**src/sst_pkg.sv**
```systemverilog
// Spindle speed snap table: shared types, codes and sizes.
// No dependencies; imported by every module of the block but sst_entry_ram.
`default_nettype none
package sst_pkg;

   localparam int MAX_ENTRIES = 16;
   localparam int SPEED_W     = 20;
   localparam int IDX_W       = (MAX_ENTRIES > 1) ? $clog2(MAX_ENTRIES) : 1;

   typedef logic [SPEED_W-1:0] speed_type;
   typedef logic [IDX_W-1:0]   idx_type;

   typedef enum logic [1:0] {
      FUNC_RANGE = 2'd0,
      FUNC_VALUE = 2'd1,
      FUNC_NORM  = 2'd2,
      FUNC_NONE  = 2'd3
   } func_type;

   typedef enum logic [2:0] {
      ST_HIT    = 3'd0,
      ST_SNAP   = 3'd1,
      ST_EMPTY  = 3'd2,
      ST_STORED = 3'd3,
      ST_DUP    = 3'd4,
      ST_FULL   = 3'd5
   } status_type;

   typedef enum logic [1:0] {
      S_IDLE  = 2'd0,
      S_SCAN  = 2'd1,
      S_DRAIN = 2'd2,
      S_DONE  = 2'd3
   } state_type;

   typedef struct packed {
      logic      is_range;
      speed_type low;
      speed_type high;
   } entry_type;

   localparam int ENTRY_W = $bits(entry_type);

   // control from sequencer to scan datapath
   typedef struct packed {
      logic      clear;
      logic      rd_vld;
      logic      slot_valid;
      idx_type   slot;
      logic      norm;
      logic      is_range;
      speed_type lo;
      speed_type hi;
   } scan_cmd_type;

   // scan summary back to sequencer
   typedef struct packed {
      logic      busy;
      logic      dup;
      logic      free_found;
      idx_type   free_slot;
      logic      any;
      logic      hit;
      speed_type best_point;
   } scan_res_type;

endpackage
`default_nettype wire

```
**src/sst_entry_ram.sv**
```systemverilog
// Generic single-write, single-read synchronous RAM, registered read data.
// No package dependency; holds the entry table.
`default_nettype none
module sst_entry_ram #(
   parameter int DEPTH = 16,
   parameter int WIDTH = 41,
   parameter int AW    = (DEPTH > 1) ? $clog2(DEPTH) : 1
) (
   input  wire logic             clock,
   input  wire logic             wr_en,
   input  wire logic [AW-1:0]    wr_addr,
   input  wire logic [WIDTH-1:0] wr_data,
   input  wire logic             rd_en,
   input  wire logic [AW-1:0]    rd_addr,
   output logic      [WIDTH-1:0] rd_data
);

   logic [WIDTH-1:0] mem [DEPTH];

   always_ff @(posedge clock) begin
      if (wr_en) begin
         mem[wr_addr] <= wr_data;
      end
   end

   always_ff @(posedge clock) begin
      if (rd_en) begin
         rd_data <= mem[rd_addr];
      end
   end

endmodule
`default_nettype wire

```
**src/sst_scan_eval.sv**
```systemverilog
// Scan datapath: per-entry compare stage and accumulate stage.
// Depends on sst_pkg.
`default_nettype none
module sst_scan_eval (
   input  wire logic                 clock,
   input  wire logic                 reset,
   input  wire sst_pkg::scan_cmd_type cmd,
   input  wire sst_pkg::entry_type    rd_entry,
   output sst_pkg::scan_res_type      res
);
   import sst_pkg::*;

   logic      clash;
   logic      contains;
   speed_type point;
   speed_type delta;

   logic      s1_vld_ff,        s1_vld_in;
   logic      s1_slot_valid_ff;
   idx_type   s1_slot_ff;
   logic      s1_clash_ff;
   logic      s1_contains_ff;
   speed_type s1_point_ff;
   speed_type s1_delta_ff;

   logic      dup_ff,        dup_in;
   logic      free_found_ff, free_found_in;
   idx_type   free_slot_ff,  free_slot_in;
   logic      any_ff,        any_in;
   logic      hit_ff,        hit_in;
   speed_type best_point_ff, best_point_in;
   speed_type best_delta_ff, best_delta_in;
   logic      better;

   // stage 1: compare one entry against the request
   always_comb begin
      if (rd_entry.is_range == cmd.is_range) begin
         clash = (rd_entry.low == cmd.lo);
      end else if (rd_entry.is_range) begin
         clash = (cmd.lo >= rd_entry.low) && (cmd.lo <= rd_entry.high);
      end else begin
         clash = (rd_entry.low >= cmd.lo) && (rd_entry.low <= cmd.hi);
      end
      contains = (cmd.lo >= rd_entry.low) && (cmd.lo <= rd_entry.high);
      point    = (cmd.lo < rd_entry.low) ? rd_entry.low : rd_entry.high;
      delta    = (point > cmd.lo) ? (point - cmd.lo) : (cmd.lo - point);
   end

   assign s1_vld_in = cmd.rd_vld && !cmd.clear;

   always_ff @(posedge clock) begin
      if (reset) begin
         s1_vld_ff <= 1'b0;
      end else begin
         s1_vld_ff <= s1_vld_in;
      end
   end

   always_ff @(posedge clock) begin
      s1_slot_valid_ff <= cmd.slot_valid;
      s1_slot_ff       <= cmd.slot;
      s1_clash_ff      <= clash;
      s1_contains_ff   <= contains;
      s1_point_ff      <= point;
      s1_delta_ff      <= delta;
   end

   // stage 2: accumulate
   assign better = !any_ff || (s1_delta_ff < best_delta_ff) ||
                   ((s1_delta_ff == best_delta_ff) && (s1_point_ff < best_point_ff));

   always_comb begin
      dup_in        = dup_ff;
      free_found_in = free_found_ff;
      free_slot_in  = free_slot_ff;
      any_in        = any_ff;
      hit_in        = hit_ff;
      best_point_in = best_point_ff;
      best_delta_in = best_delta_ff;
      if (cmd.clear) begin
         dup_in        = 1'b0;
         free_found_in = 1'b0;
         any_in        = 1'b0;
         hit_in        = 1'b0;
      end else if (s1_vld_ff) begin
         if (s1_slot_valid_ff) begin
            any_in = 1'b1;
            if (s1_clash_ff) begin
               dup_in = 1'b1;
            end
            if (s1_contains_ff) begin
               hit_in = 1'b1;
            end
            if (better) begin
               best_point_in = s1_point_ff;
               best_delta_in = s1_delta_ff;
            end
         end else if (!free_found_ff) begin
            free_found_in = 1'b1;
            free_slot_in  = s1_slot_ff;
         end
      end
   end

   always_ff @(posedge clock) begin
      if (reset) begin
         dup_ff        <= 1'b0;
         free_found_ff <= 1'b0;
         any_ff        <= 1'b0;
         hit_ff        <= 1'b0;
      end else begin
         dup_ff        <= dup_in;
         free_found_ff <= free_found_in;
         any_ff        <= any_in;
         hit_ff        <= hit_in;
      end
   end

   always_ff @(posedge clock) begin
      free_slot_ff  <= free_slot_in;
      best_point_ff <= best_point_in;
      best_delta_ff <= best_delta_in;
   end

   always_comb begin
      res.busy       = s1_vld_ff;
      res.dup        = dup_ff;
      res.free_found = free_found_ff;
      res.free_slot  = free_slot_ff;
      res.any        = any_ff;
      res.hit        = hit_ff;
      res.best_point = best_point_ff;
   end

endmodule
`default_nettype wire

```
**src/sst_ctrl.sv**
```systemverilog
// Sequencer: request capture, entry scan, valid bits, table write, result register.
// Depends on sst_pkg.
`default_nettype none
module sst_ctrl (
   input  wire logic                  clock,
   input  wire logic                  reset,
   input  wire logic                  req_valid,
   output logic                       req_stall,
   input  wire logic [1:0]            req_func,
   input  wire sst_pkg::speed_type    req_speed_a,
   input  wire sst_pkg::speed_type    req_speed_b,
   output logic                       rsp_valid,
   input  wire logic                  rsp_stall,
   output sst_pkg::speed_type         rsp_speed_out,
   output logic [2:0]                 rsp_status,
   output logic                       ram_rd_en,
   output sst_pkg::idx_type           ram_rd_addr,
   output logic                       ram_wr_en,
   output sst_pkg::idx_type           ram_wr_addr,
   output sst_pkg::entry_type         ram_wr_data,
   output sst_pkg::scan_cmd_type      cmd,
   input  wire sst_pkg::scan_res_type res
);
   import sst_pkg::*;

   localparam idx_type LAST_IDX = idx_type'(MAX_ENTRIES - 1);

   state_type  state_ff, state_in;
   idx_type    cnt_ff, cnt_in;
   func_type   func_ff;
   speed_type  lo_ff, hi_ff;
   logic       rd_vld_ff;
   logic       rd_slot_valid_ff;
   idx_type    rd_slot_ff;
   logic [MAX_ENTRIES-1:0] entry_valid_ff;

   logic       rsp_valid_ff, rsp_valid_in;
   speed_type  rsp_speed_ff, rsp_speed_in;
   status_type rsp_status_ff, rsp_status_in;

   logic       accept;
   logic       issue;
   logic       clear;
   logic       finish;
   logic       out_free;
   logic       store;
   speed_type  res_speed;
   status_type res_status;

   assign out_free  = !rsp_valid_ff || !rsp_stall;
   assign req_stall = (state_ff != S_IDLE);
   assign accept    = req_valid && !req_stall;

   // next state
   always_comb begin
      state_in = state_ff;
      case (state_ff)
         S_IDLE: begin
            if (accept) begin
               state_in = (func_type'(req_func) == FUNC_NONE) ? S_DONE : S_SCAN;
            end
         end
         S_SCAN: begin
            if (cnt_ff == LAST_IDX) begin
               state_in = S_DRAIN;
            end
         end
         S_DRAIN: begin
            if (!rd_vld_ff && !res.busy) begin
               state_in = S_DONE;
            end
         end
         S_DONE: begin
            if (out_free) begin
               state_in = S_IDLE;
            end
         end
         default: state_in = S_IDLE;
      endcase
   end

   // outputs of the sequencer
   always_comb begin
      issue  = 1'b0;
      clear  = 1'b0;
      finish = 1'b0;
      case (state_ff)
         S_IDLE:  clear  = accept;
         S_SCAN:  issue  = 1'b1;
         S_DRAIN: issue  = 1'b0;
         S_DONE:  finish = out_free;
         default: issue  = 1'b0;
      endcase
   end

   // result decode
   always_comb begin
      res_speed  = '0;
      res_status = ST_DUP;
      store      = 1'b0;
      case (func_ff)
         FUNC_NORM: begin
            if (res.hit) begin
               res_speed  = lo_ff;
               res_status = ST_HIT;
            end else if (!res.any) begin
               res_speed  = lo_ff;
               res_status = ST_EMPTY;
            end else begin
               res_speed  = res.best_point;
               res_status = ST_SNAP;
            end
         end
         FUNC_RANGE, FUNC_VALUE: begin
            if (res.dup) begin
               res_status = ST_DUP;
            end else if (!res.free_found) begin
               res_status = ST_FULL;
            end else begin
               res_status = ST_STORED;
               store      = 1'b1;
            end
         end
         default: res_status = ST_DUP;
      endcase
   end

   assign cnt_in = clear ? '0 : (issue ? cnt_ff + idx_type'(1) : cnt_ff);

   always_ff @(posedge clock) begin
      if (reset) begin
         state_ff       <= S_IDLE;
         cnt_ff         <= '0;
         rd_vld_ff      <= 1'b0;
         entry_valid_ff <= '0;
      end else begin
         state_ff  <= state_in;
         cnt_ff    <= cnt_in;
         rd_vld_ff <= issue;
         if (finish && store) begin
            entry_valid_ff[res.free_slot] <= 1'b1;
         end
      end
   end

   always_ff @(posedge clock) begin
      if (accept) begin
         func_ff <= func_type'(req_func);
         lo_ff   <= req_speed_a;
         hi_ff   <= (func_type'(req_func) == FUNC_VALUE) ? req_speed_a : req_speed_b;
      end
      rd_slot_valid_ff <= entry_valid_ff[cnt_ff];
      rd_slot_ff       <= cnt_ff;
   end

   assign rsp_valid_in  = finish || (rsp_valid_ff && rsp_stall);
   assign rsp_speed_in  = finish ? res_speed : rsp_speed_ff;
   assign rsp_status_in = finish ? res_status : rsp_status_ff;

   always_ff @(posedge clock) begin
      if (reset) begin
         rsp_valid_ff <= 1'b0;
      end else begin
         rsp_valid_ff <= rsp_valid_in;
      end
   end

   always_ff @(posedge clock) begin
      rsp_speed_ff  <= rsp_speed_in;
      rsp_status_ff <= rsp_status_in;
   end

   assign rsp_valid     = rsp_valid_ff;
   assign rsp_speed_out = rsp_speed_ff;
   assign rsp_status    = rsp_status_ff;

   assign ram_rd_en            = issue;
   assign ram_rd_addr          = cnt_ff;
   assign ram_wr_en            = finish && store;
   assign ram_wr_addr          = res.free_slot;
   assign ram_wr_data.is_range = (func_ff == FUNC_RANGE);
   assign ram_wr_data.low      = lo_ff;
   assign ram_wr_data.high     = hi_ff;

   always_comb begin
      cmd.clear      = clear;
      cmd.rd_vld     = rd_vld_ff;
      cmd.slot_valid = rd_slot_valid_ff;
      cmd.slot       = rd_slot_ff;
      cmd.norm       = (func_ff == FUNC_NORM);
      cmd.is_range   = (func_ff == FUNC_RANGE);
      cmd.lo         = lo_ff;
      cmd.hi         = hi_ff;
   end

endmodule
`default_nettype wire

```
**src/spindle_speed_snap_table_core.sv**
```systemverilog
// Spindle speed snap table, top level.
// Depends on sst_pkg, sst_ctrl, sst_entry_ram, sst_scan_eval.
//
// One item is in flight at a time; req_stall is high from the transfer until the
// result is loaded. Inserts and normalise requests scan the entry memory through
// its single read port, one entry a cycle, and pass each entry through the
// two-stage compare pipeline before the result is loaded. An unused func code
// skips the scan. A waiting result does not block the next transfer. Valid bits
// clear at reset; no clearing pass.
`default_nettype none
module spindle_speed_snap_table_core (
   input  wire logic               clock,
   input  wire logic               reset,
   input  wire logic               req_valid,
   output logic                    req_stall,
   input  wire logic [1:0]         req_func,
   input  wire sst_pkg::speed_type req_speed_a,
   input  wire sst_pkg::speed_type req_speed_b,
   output logic                    rsp_valid,
   input  wire logic               rsp_stall,
   output sst_pkg::speed_type      rsp_speed_out,
   output logic [2:0]              rsp_status
);
   import sst_pkg::*;

   logic         ram_rd_en;
   idx_type      ram_rd_addr;
   logic         ram_wr_en;
   idx_type      ram_wr_addr;
   entry_type    ram_wr_data;
   entry_type    ram_rd_data;
   scan_cmd_type cmd;
   scan_res_type res;

   sst_ctrl u_ctrl (
      .clock         (clock),
      .reset         (reset),
      .req_valid     (req_valid),
      .req_stall     (req_stall),
      .req_func      (req_func),
      .req_speed_a   (req_speed_a),
      .req_speed_b   (req_speed_b),
      .rsp_valid     (rsp_valid),
      .rsp_stall     (rsp_stall),
      .rsp_speed_out (rsp_speed_out),
      .rsp_status    (rsp_status),
      .ram_rd_en     (ram_rd_en),
      .ram_rd_addr   (ram_rd_addr),
      .ram_wr_en     (ram_wr_en),
      .ram_wr_addr   (ram_wr_addr),
      .ram_wr_data   (ram_wr_data),
      .cmd           (cmd),
      .res           (res)
   );

   sst_entry_ram #(
      .DEPTH (MAX_ENTRIES),
      .WIDTH (ENTRY_W),
      .AW    (IDX_W)
   ) u_ram (
      .clock   (clock),
      .wr_en   (ram_wr_en),
      .wr_addr (ram_wr_addr),
      .wr_data (ram_wr_data),
      .rd_en   (ram_rd_en),
      .rd_addr (ram_rd_addr),
      .rd_data (ram_rd_data)
   );

   sst_scan_eval u_eval (
      .clock    (clock),
      .reset    (reset),
      .cmd      (cmd),
      .rd_entry (ram_rd_data),
      .res      (res)
   );

endmodule
`default_nettype wire

```
**config.mk**
```make
export PLATFORM = sky130hd
export DESIGN_NAME = spindle_speed_snap_table_core
export DESIGN_NICKNAME = d
export VERILOG_FILES = /design/src/sst_pkg.sv /design/src/sst_entry_ram.sv /design/src/sst_scan_eval.sv /design/src/sst_ctrl.sv /design/src/spindle_speed_snap_table_core.sv
export SDC_FILE = /design/constraint.sdc
export NUM_CORES = 1
export LEC_CHECK = 0
export BUFFER_PORTS_ARGS = -buffer_cell sky130_fd_sc_hd__buf_2
export CORE_MARGIN = 3
export CORE_UTILIZATION = 57
export CTS_CLUSTER_DIAMETER = 100
export CTS_CLUSTER_SIZE = 12
export DETAILED_ROUTE_END_ITERATION = 10
export PLACE_DENSITY = 0.86
export SLEW_MARGIN = 20
export SYNTH_ARGS = -nofsm -noshare
export SYNTH_HDL_FRONTEND = slang
export SYNTH_HIERARCHICAL = 1
export SYNTH_SLANG_ARGS = --single-unit
```
**constraint.sdc**
```tcl
create_clock -name clock -period 5.31 [get_ports clock]
set_input_delay 1.062 -clock clock [delete_from_list [all_inputs] [get_ports clock]]
set_output_delay 1.062 -clock clock [all_outputs]
set_load 0.02 [all_outputs]
```
# After elaboration in Yosys (flattened, before gate mapping)
# Memory sizes are Yosys's and may differ from the RTL's. A register that Yosys moved wholly into a read port is not among the register bits.
# Cells that the tools add are included.
[word_totals]
ff_bits = 190
ramBits = 656
inputBits = 46
out_inout_bits = 25
word_cells = 122
mem_count = 1
[mem_list]
columns = ["memory", "words", "word_bits", "read_ports", "rd_ports_with_merged_regs", "wr", "line_no", "source"]
rows = [
  ["u_ram.mem", 16, 41, 1, 1, 1, "sst_entry_ram.sv:18", "logic [WIDTH-1:0] mem [DEPTH];"],
]
[op_classes]
n_addsub = 3
magnitude_cmp = 11
n_eq_ne = 15
muxes = 30
n_bitwise = 4
n_reduce_logical = 32
[op_table]
columns = ["cell", "count"]
rows = [
  ["$mux W20", 5],
  ["$lt A20 B20 Y1", 3],
  ["$eq A20 B20 Y1", 2],
  ["$ge A20 B20 Y1", 2],
  ["$le A20 B20 Y1", 2],
  ["$sub A20 B20 Y20", 2],
  ["$gt A20 B20 Y1", 1],
  ["$or A16 B16 Y16", 1],
  ["$mux W1", 12],
  ["$mux W2", 6],
  ["$reduce_and A4 Y1", 3],
  ["$lt A4 B5 Y1 const B", 2],
  ["$logic_and A1 B1 Y1", 9],
  ["$mux W3", 3],
  ["$eq A2 B2 Y1 const B", 4],
  ["$ne A2 B1 Y1 const B", 4],
  ["$pmux W2 S4", 1],
  ["$logic_not A1 Y1", 7],
  ["$eq A2 B1 Y1 const B", 3],
  ["$pmux W3 S2", 1],
  ["$reduce_and A3 Y1", 2],
  ["$add A4 B1 Y4 const B", 1],
  ["$bmux W1 S4", 1],
  ["$demux W1 S4", 1],
  ["9 further kinds", 17],
]

# Longest topological paths before layout
[depth]
ltp_word = 6
mapped_depth = 22
mapped_depth_nobuf = 19

# By module
# Netlist, hierarchy kept.
[by_module_without_submodules]
columns = ["module", "instances", "cells_each", "area_per_inst_um2", "seq_area_each_um2"]
rows = [
  ["sst_entry_ram", 1, 1066, 25779.7, 20930.1],
  ["sst_scan_eval", 1, 806, 7284.5, 2362.3],
  ["sst_ctrl", 1, 336, 4165.2, 2532.4],
]

# Worst setup path before layout
# No wires, ideal clock.
[synth_path]
path_type = "input to register"
start = "in req_valid"
end = "reg u_eval.best_delta_ff[0] (enable)"
setup_ps = 511
arrival_time_ps = 5121
required_time_ps = 4799
setup_slack_ps = -322
path_stages = 3
path_buffers = 1
cell_sequence = "and2_1 -> buf_4 -> a311oi_1"
[synth_lines]
columns = ["item", "line_no", "source"]
rows = [
  ["start, declared", "spindle_speed_snap_table_core.sv:14", "input wire logic req_valid,"],
  ["end signal, assigned", "sst_scan_eval.sv:122", "best_delta_ff <= best_delta_in;"],
  ["end, declared", "sst_scan_eval.sv:32", "speed_type best_delta_ff, best_delta_in;"],
]

# Worst setup path after layout
[layout_path]
start = "reg u_ram.rd_data[27], read port of u_ram.mem"
end = "reg u_eval.s1_delta_ff[7]"
[layout_between]
elab_chain_len = 4
word_cells_on_any_way = 6
classes_between = "add/sub: 2; order compare: 2; mux: 2"
[layout_lines]
columns = ["item", "line_no", "source"]
rows = [
  ["start, declared", "sst_entry_ram.sv:15", "output logic [WIDTH-1:0] rd_data"],
  ["$lt A20 B20 Y1 (*)", "sst_scan_eval.sv:45", "point = (cmd.lo < rd_entry.low) ? rd_entry.low : rd_entry.high;"],
  ["$mux W20 (*)", "sst_scan_eval.sv:45", ""],
  ["via u_eval.point[0]", "sst_scan_eval.sv:15", "speed_type point;"],
  ["$sub A20 B20 Y20 or $gt A20 B20 Y1 (tied branches)", "sst_scan_eval.sv:46", "delta = (point > cmd.lo) ? (point - cmd.lo) : (cmd.lo - point);"],
  ["$mux W20 (*)", "sst_scan_eval.sv:46", ""],
  ["via u_eval.delta[7]", "sst_scan_eval.sv:16", "speed_type delta;"],
  ["end signal, assigned", "sst_scan_eval.sv:65", "s1_delta_ff <= delta;"],
  ["end, declared", "sst_scan_eval.sv:24", "speed_type s1_delta_ff;"],
]
# The timed path passes the listed nets; every way through them passes the cells marked *.
# A chain may end at the register's enable or synchronous reset.

==> reports/results.txt <==
status -> finished clean
clk root buf -> clkbuf_16
GPL Wtd Cong -> 0.895
first-pass GRT wire length -> 137 mm
final core occ -> 0.634
Non-Filler Instances -> 3169
critical path arrival -> 5390 ps
clock skew -> 34.0 ps
Die W -> 262 µm
FP Rows -> 93
Pre-Repair DR Iteration Count -> 6
Die Span Y -> 262 µm
endpoints failing hold -> 0
highest-count cells in the layout ignoring fill and taps -> edfxtp_1, mux4_2, inv_1, ha_1, nand2_1
placed cell areas -> 38600 µm²
clk buf depth -> 3
placed insts -> 3051
CP Launch Type -> flip-flop
Tot Pwr -> 19.4 mW
vias in the first global route -> 21102
Worst Setup SP -> u_ram/rd_data[27]
hpwl dp -> 52.4 mm
warning count from the yosys run -> 6
pin count of the biggest net entering global routing -> 73
max_cap viols -> 0
Synth Net Count -> 2399
worst setup path end -> u_eval/s1_delta_ff[7]
DRT iter0 DRCs -> 2664
Power Dens Cells -> 474 nW/µm²
Mapped Avg Cell Area -> 16.9 µm²
Worst Path Required -> 5820 ps
total number of vias -> 20782
Slew Viols, Final -> 0
Layout area overhead -> 9.92%
Slew @ Worst Pin -> 977 ps
largest reg by FF count -> u_ram/mem
Starting Density -> 0.576
post-route minimum period -> 4880 ps
share of cells above drive strength 1 -> 0.198
I/O pins -> 71
Die ar. -> 68400 µm²
Clock Sinks -> 887
CORE AREA -> 64600 µm²
global route overflow -> 0
Critical R2R Launch -> u_ram/rd_data[27]
RSZ-0062 raised after global routing -> no
drt via density -> 6.56
Syn Inst Count -> 2207
beginning of the worst hold path -> u_ctrl/rd_slot_ff[2]
FILL cells -> 4288
CTS H-tree depth -> 3
clock-pin transition on the worst setup and hold timing paths -> 60 ps
ANT nets after route -> 0
commonest non-fill, non-tap cell in the layout -> edfxtp_1
# diodes -> 0
CTS Hold Bufs -> 0
cts bufs inserted -> 83
Net count, final -> 2473
achievable frequency -> 0.205 GHz
worst reg2reg setup slack -> 430 ps
worst hold path type -> flip-flop to flip-flop
worst-skew pair later-pin latency -> 650 ps
post-CTS setup buffers -> 0
Final setup viols -> 0
port bufs -> 70
# resized after CTS -> 0
fin area -> 40900 µm²
setup TNS -> 0 ps
Residual DRC -> 0
mean routed wirelength per cell -> 29.0 µm
Max rail drop VDD -> 0.000319 V
TritonCTS clock tree -> done
critical path type -> flip-flop to flip-flop
final wirelength -> 91.8 mm
Top Registers -> u_ram/mem x656, u_ram/rd_data x41
initial antenna violation count -> 2
part of the cycle the worst path needs -> 0.920
Crit Path Max Fanout -> 22
GRT Total Usage -> 0.274
LEAKAGE -> 14.2 nW
depth of the most critical reg-to-reg path -> 20
worst r2r dst -> u_eval/s1_delta_ff[7]
Max-slew headroom -> 0.347
Cell Area, Synth -> 37200 µm²
Largest register FFs -> 656
Setup crit end kind -> flip-flop
## power by group
group / internal, mW / switching [mW]
combinational: 2.11 / 2.99
sequential: 8.43 / 0.485
clock: 2.92 / 2.46
## through the flow
step	hold WS (ps)	worst slack [ps]
5_1_grt	333	107
3_3_place_gp	312	573
3_5_place_dp	313	574
2_1_floorplan	310	265
6_report	325	426
4_1_cts	327	516
## critical path, stage by stage, from the launching register on
cell	delay (ps)
edfxtp_1	400
inv_1	100
ha_1	250
a21oi_1	180
o21ai_0	120
a221o_1	360
a2111o_1	430
buf_4	210
a21o_1	250
inv_1	70
ha_1	150
inv_1	60
fa_1	440
a211oi_2	200
nor2_1	120
a221oi_2	420
o22ai_2	200
buf_4	270
a211oi_1	240
a21oi_1	90
xor2_1	160
## how the worst min path moves through the flow
stage	endpoint	slack, ps	cells after the start
after global placement	u_eval/s1_slot_ff[0]	310	0
after detailed placement	u_eval/s1_slot_ff[2]	310	0
after floorplan	u_eval/s1_slot_ff[0]	310	0
final	u_eval/s1_slot_ff[2]	320	0
after global routing	u_eval/s1_slot_ff[2]	330	0
after CTS	u_eval/s1_slot_ff[2]	330	0
## per-layer routing
metal  routed length (µm)  vias up  GRT usage  share of wire
met5                   13        -          0        0.00014
met4                 3730        2      0.104          0.041
met3                 9810      249     0.0630           0.11
met2                43700     1357      0.435           0.48
met1                34500    10532      0.376           0.38
li1                     -     8642          -              -
## area by class of cell
class	instances	area (µm²)	share of cell area
timing repair buffer	134	956	0.0234
multi-input combinational	1021	10100	0.248
tap	855	1070	0.0261
clock buffer	113	2230	0.0546
clock inverter	5	105	0.00257
sequential	887	25800	0.631
inverter	154	578	0.0141
No activity file was read; power rests on OpenSTA's default activity.
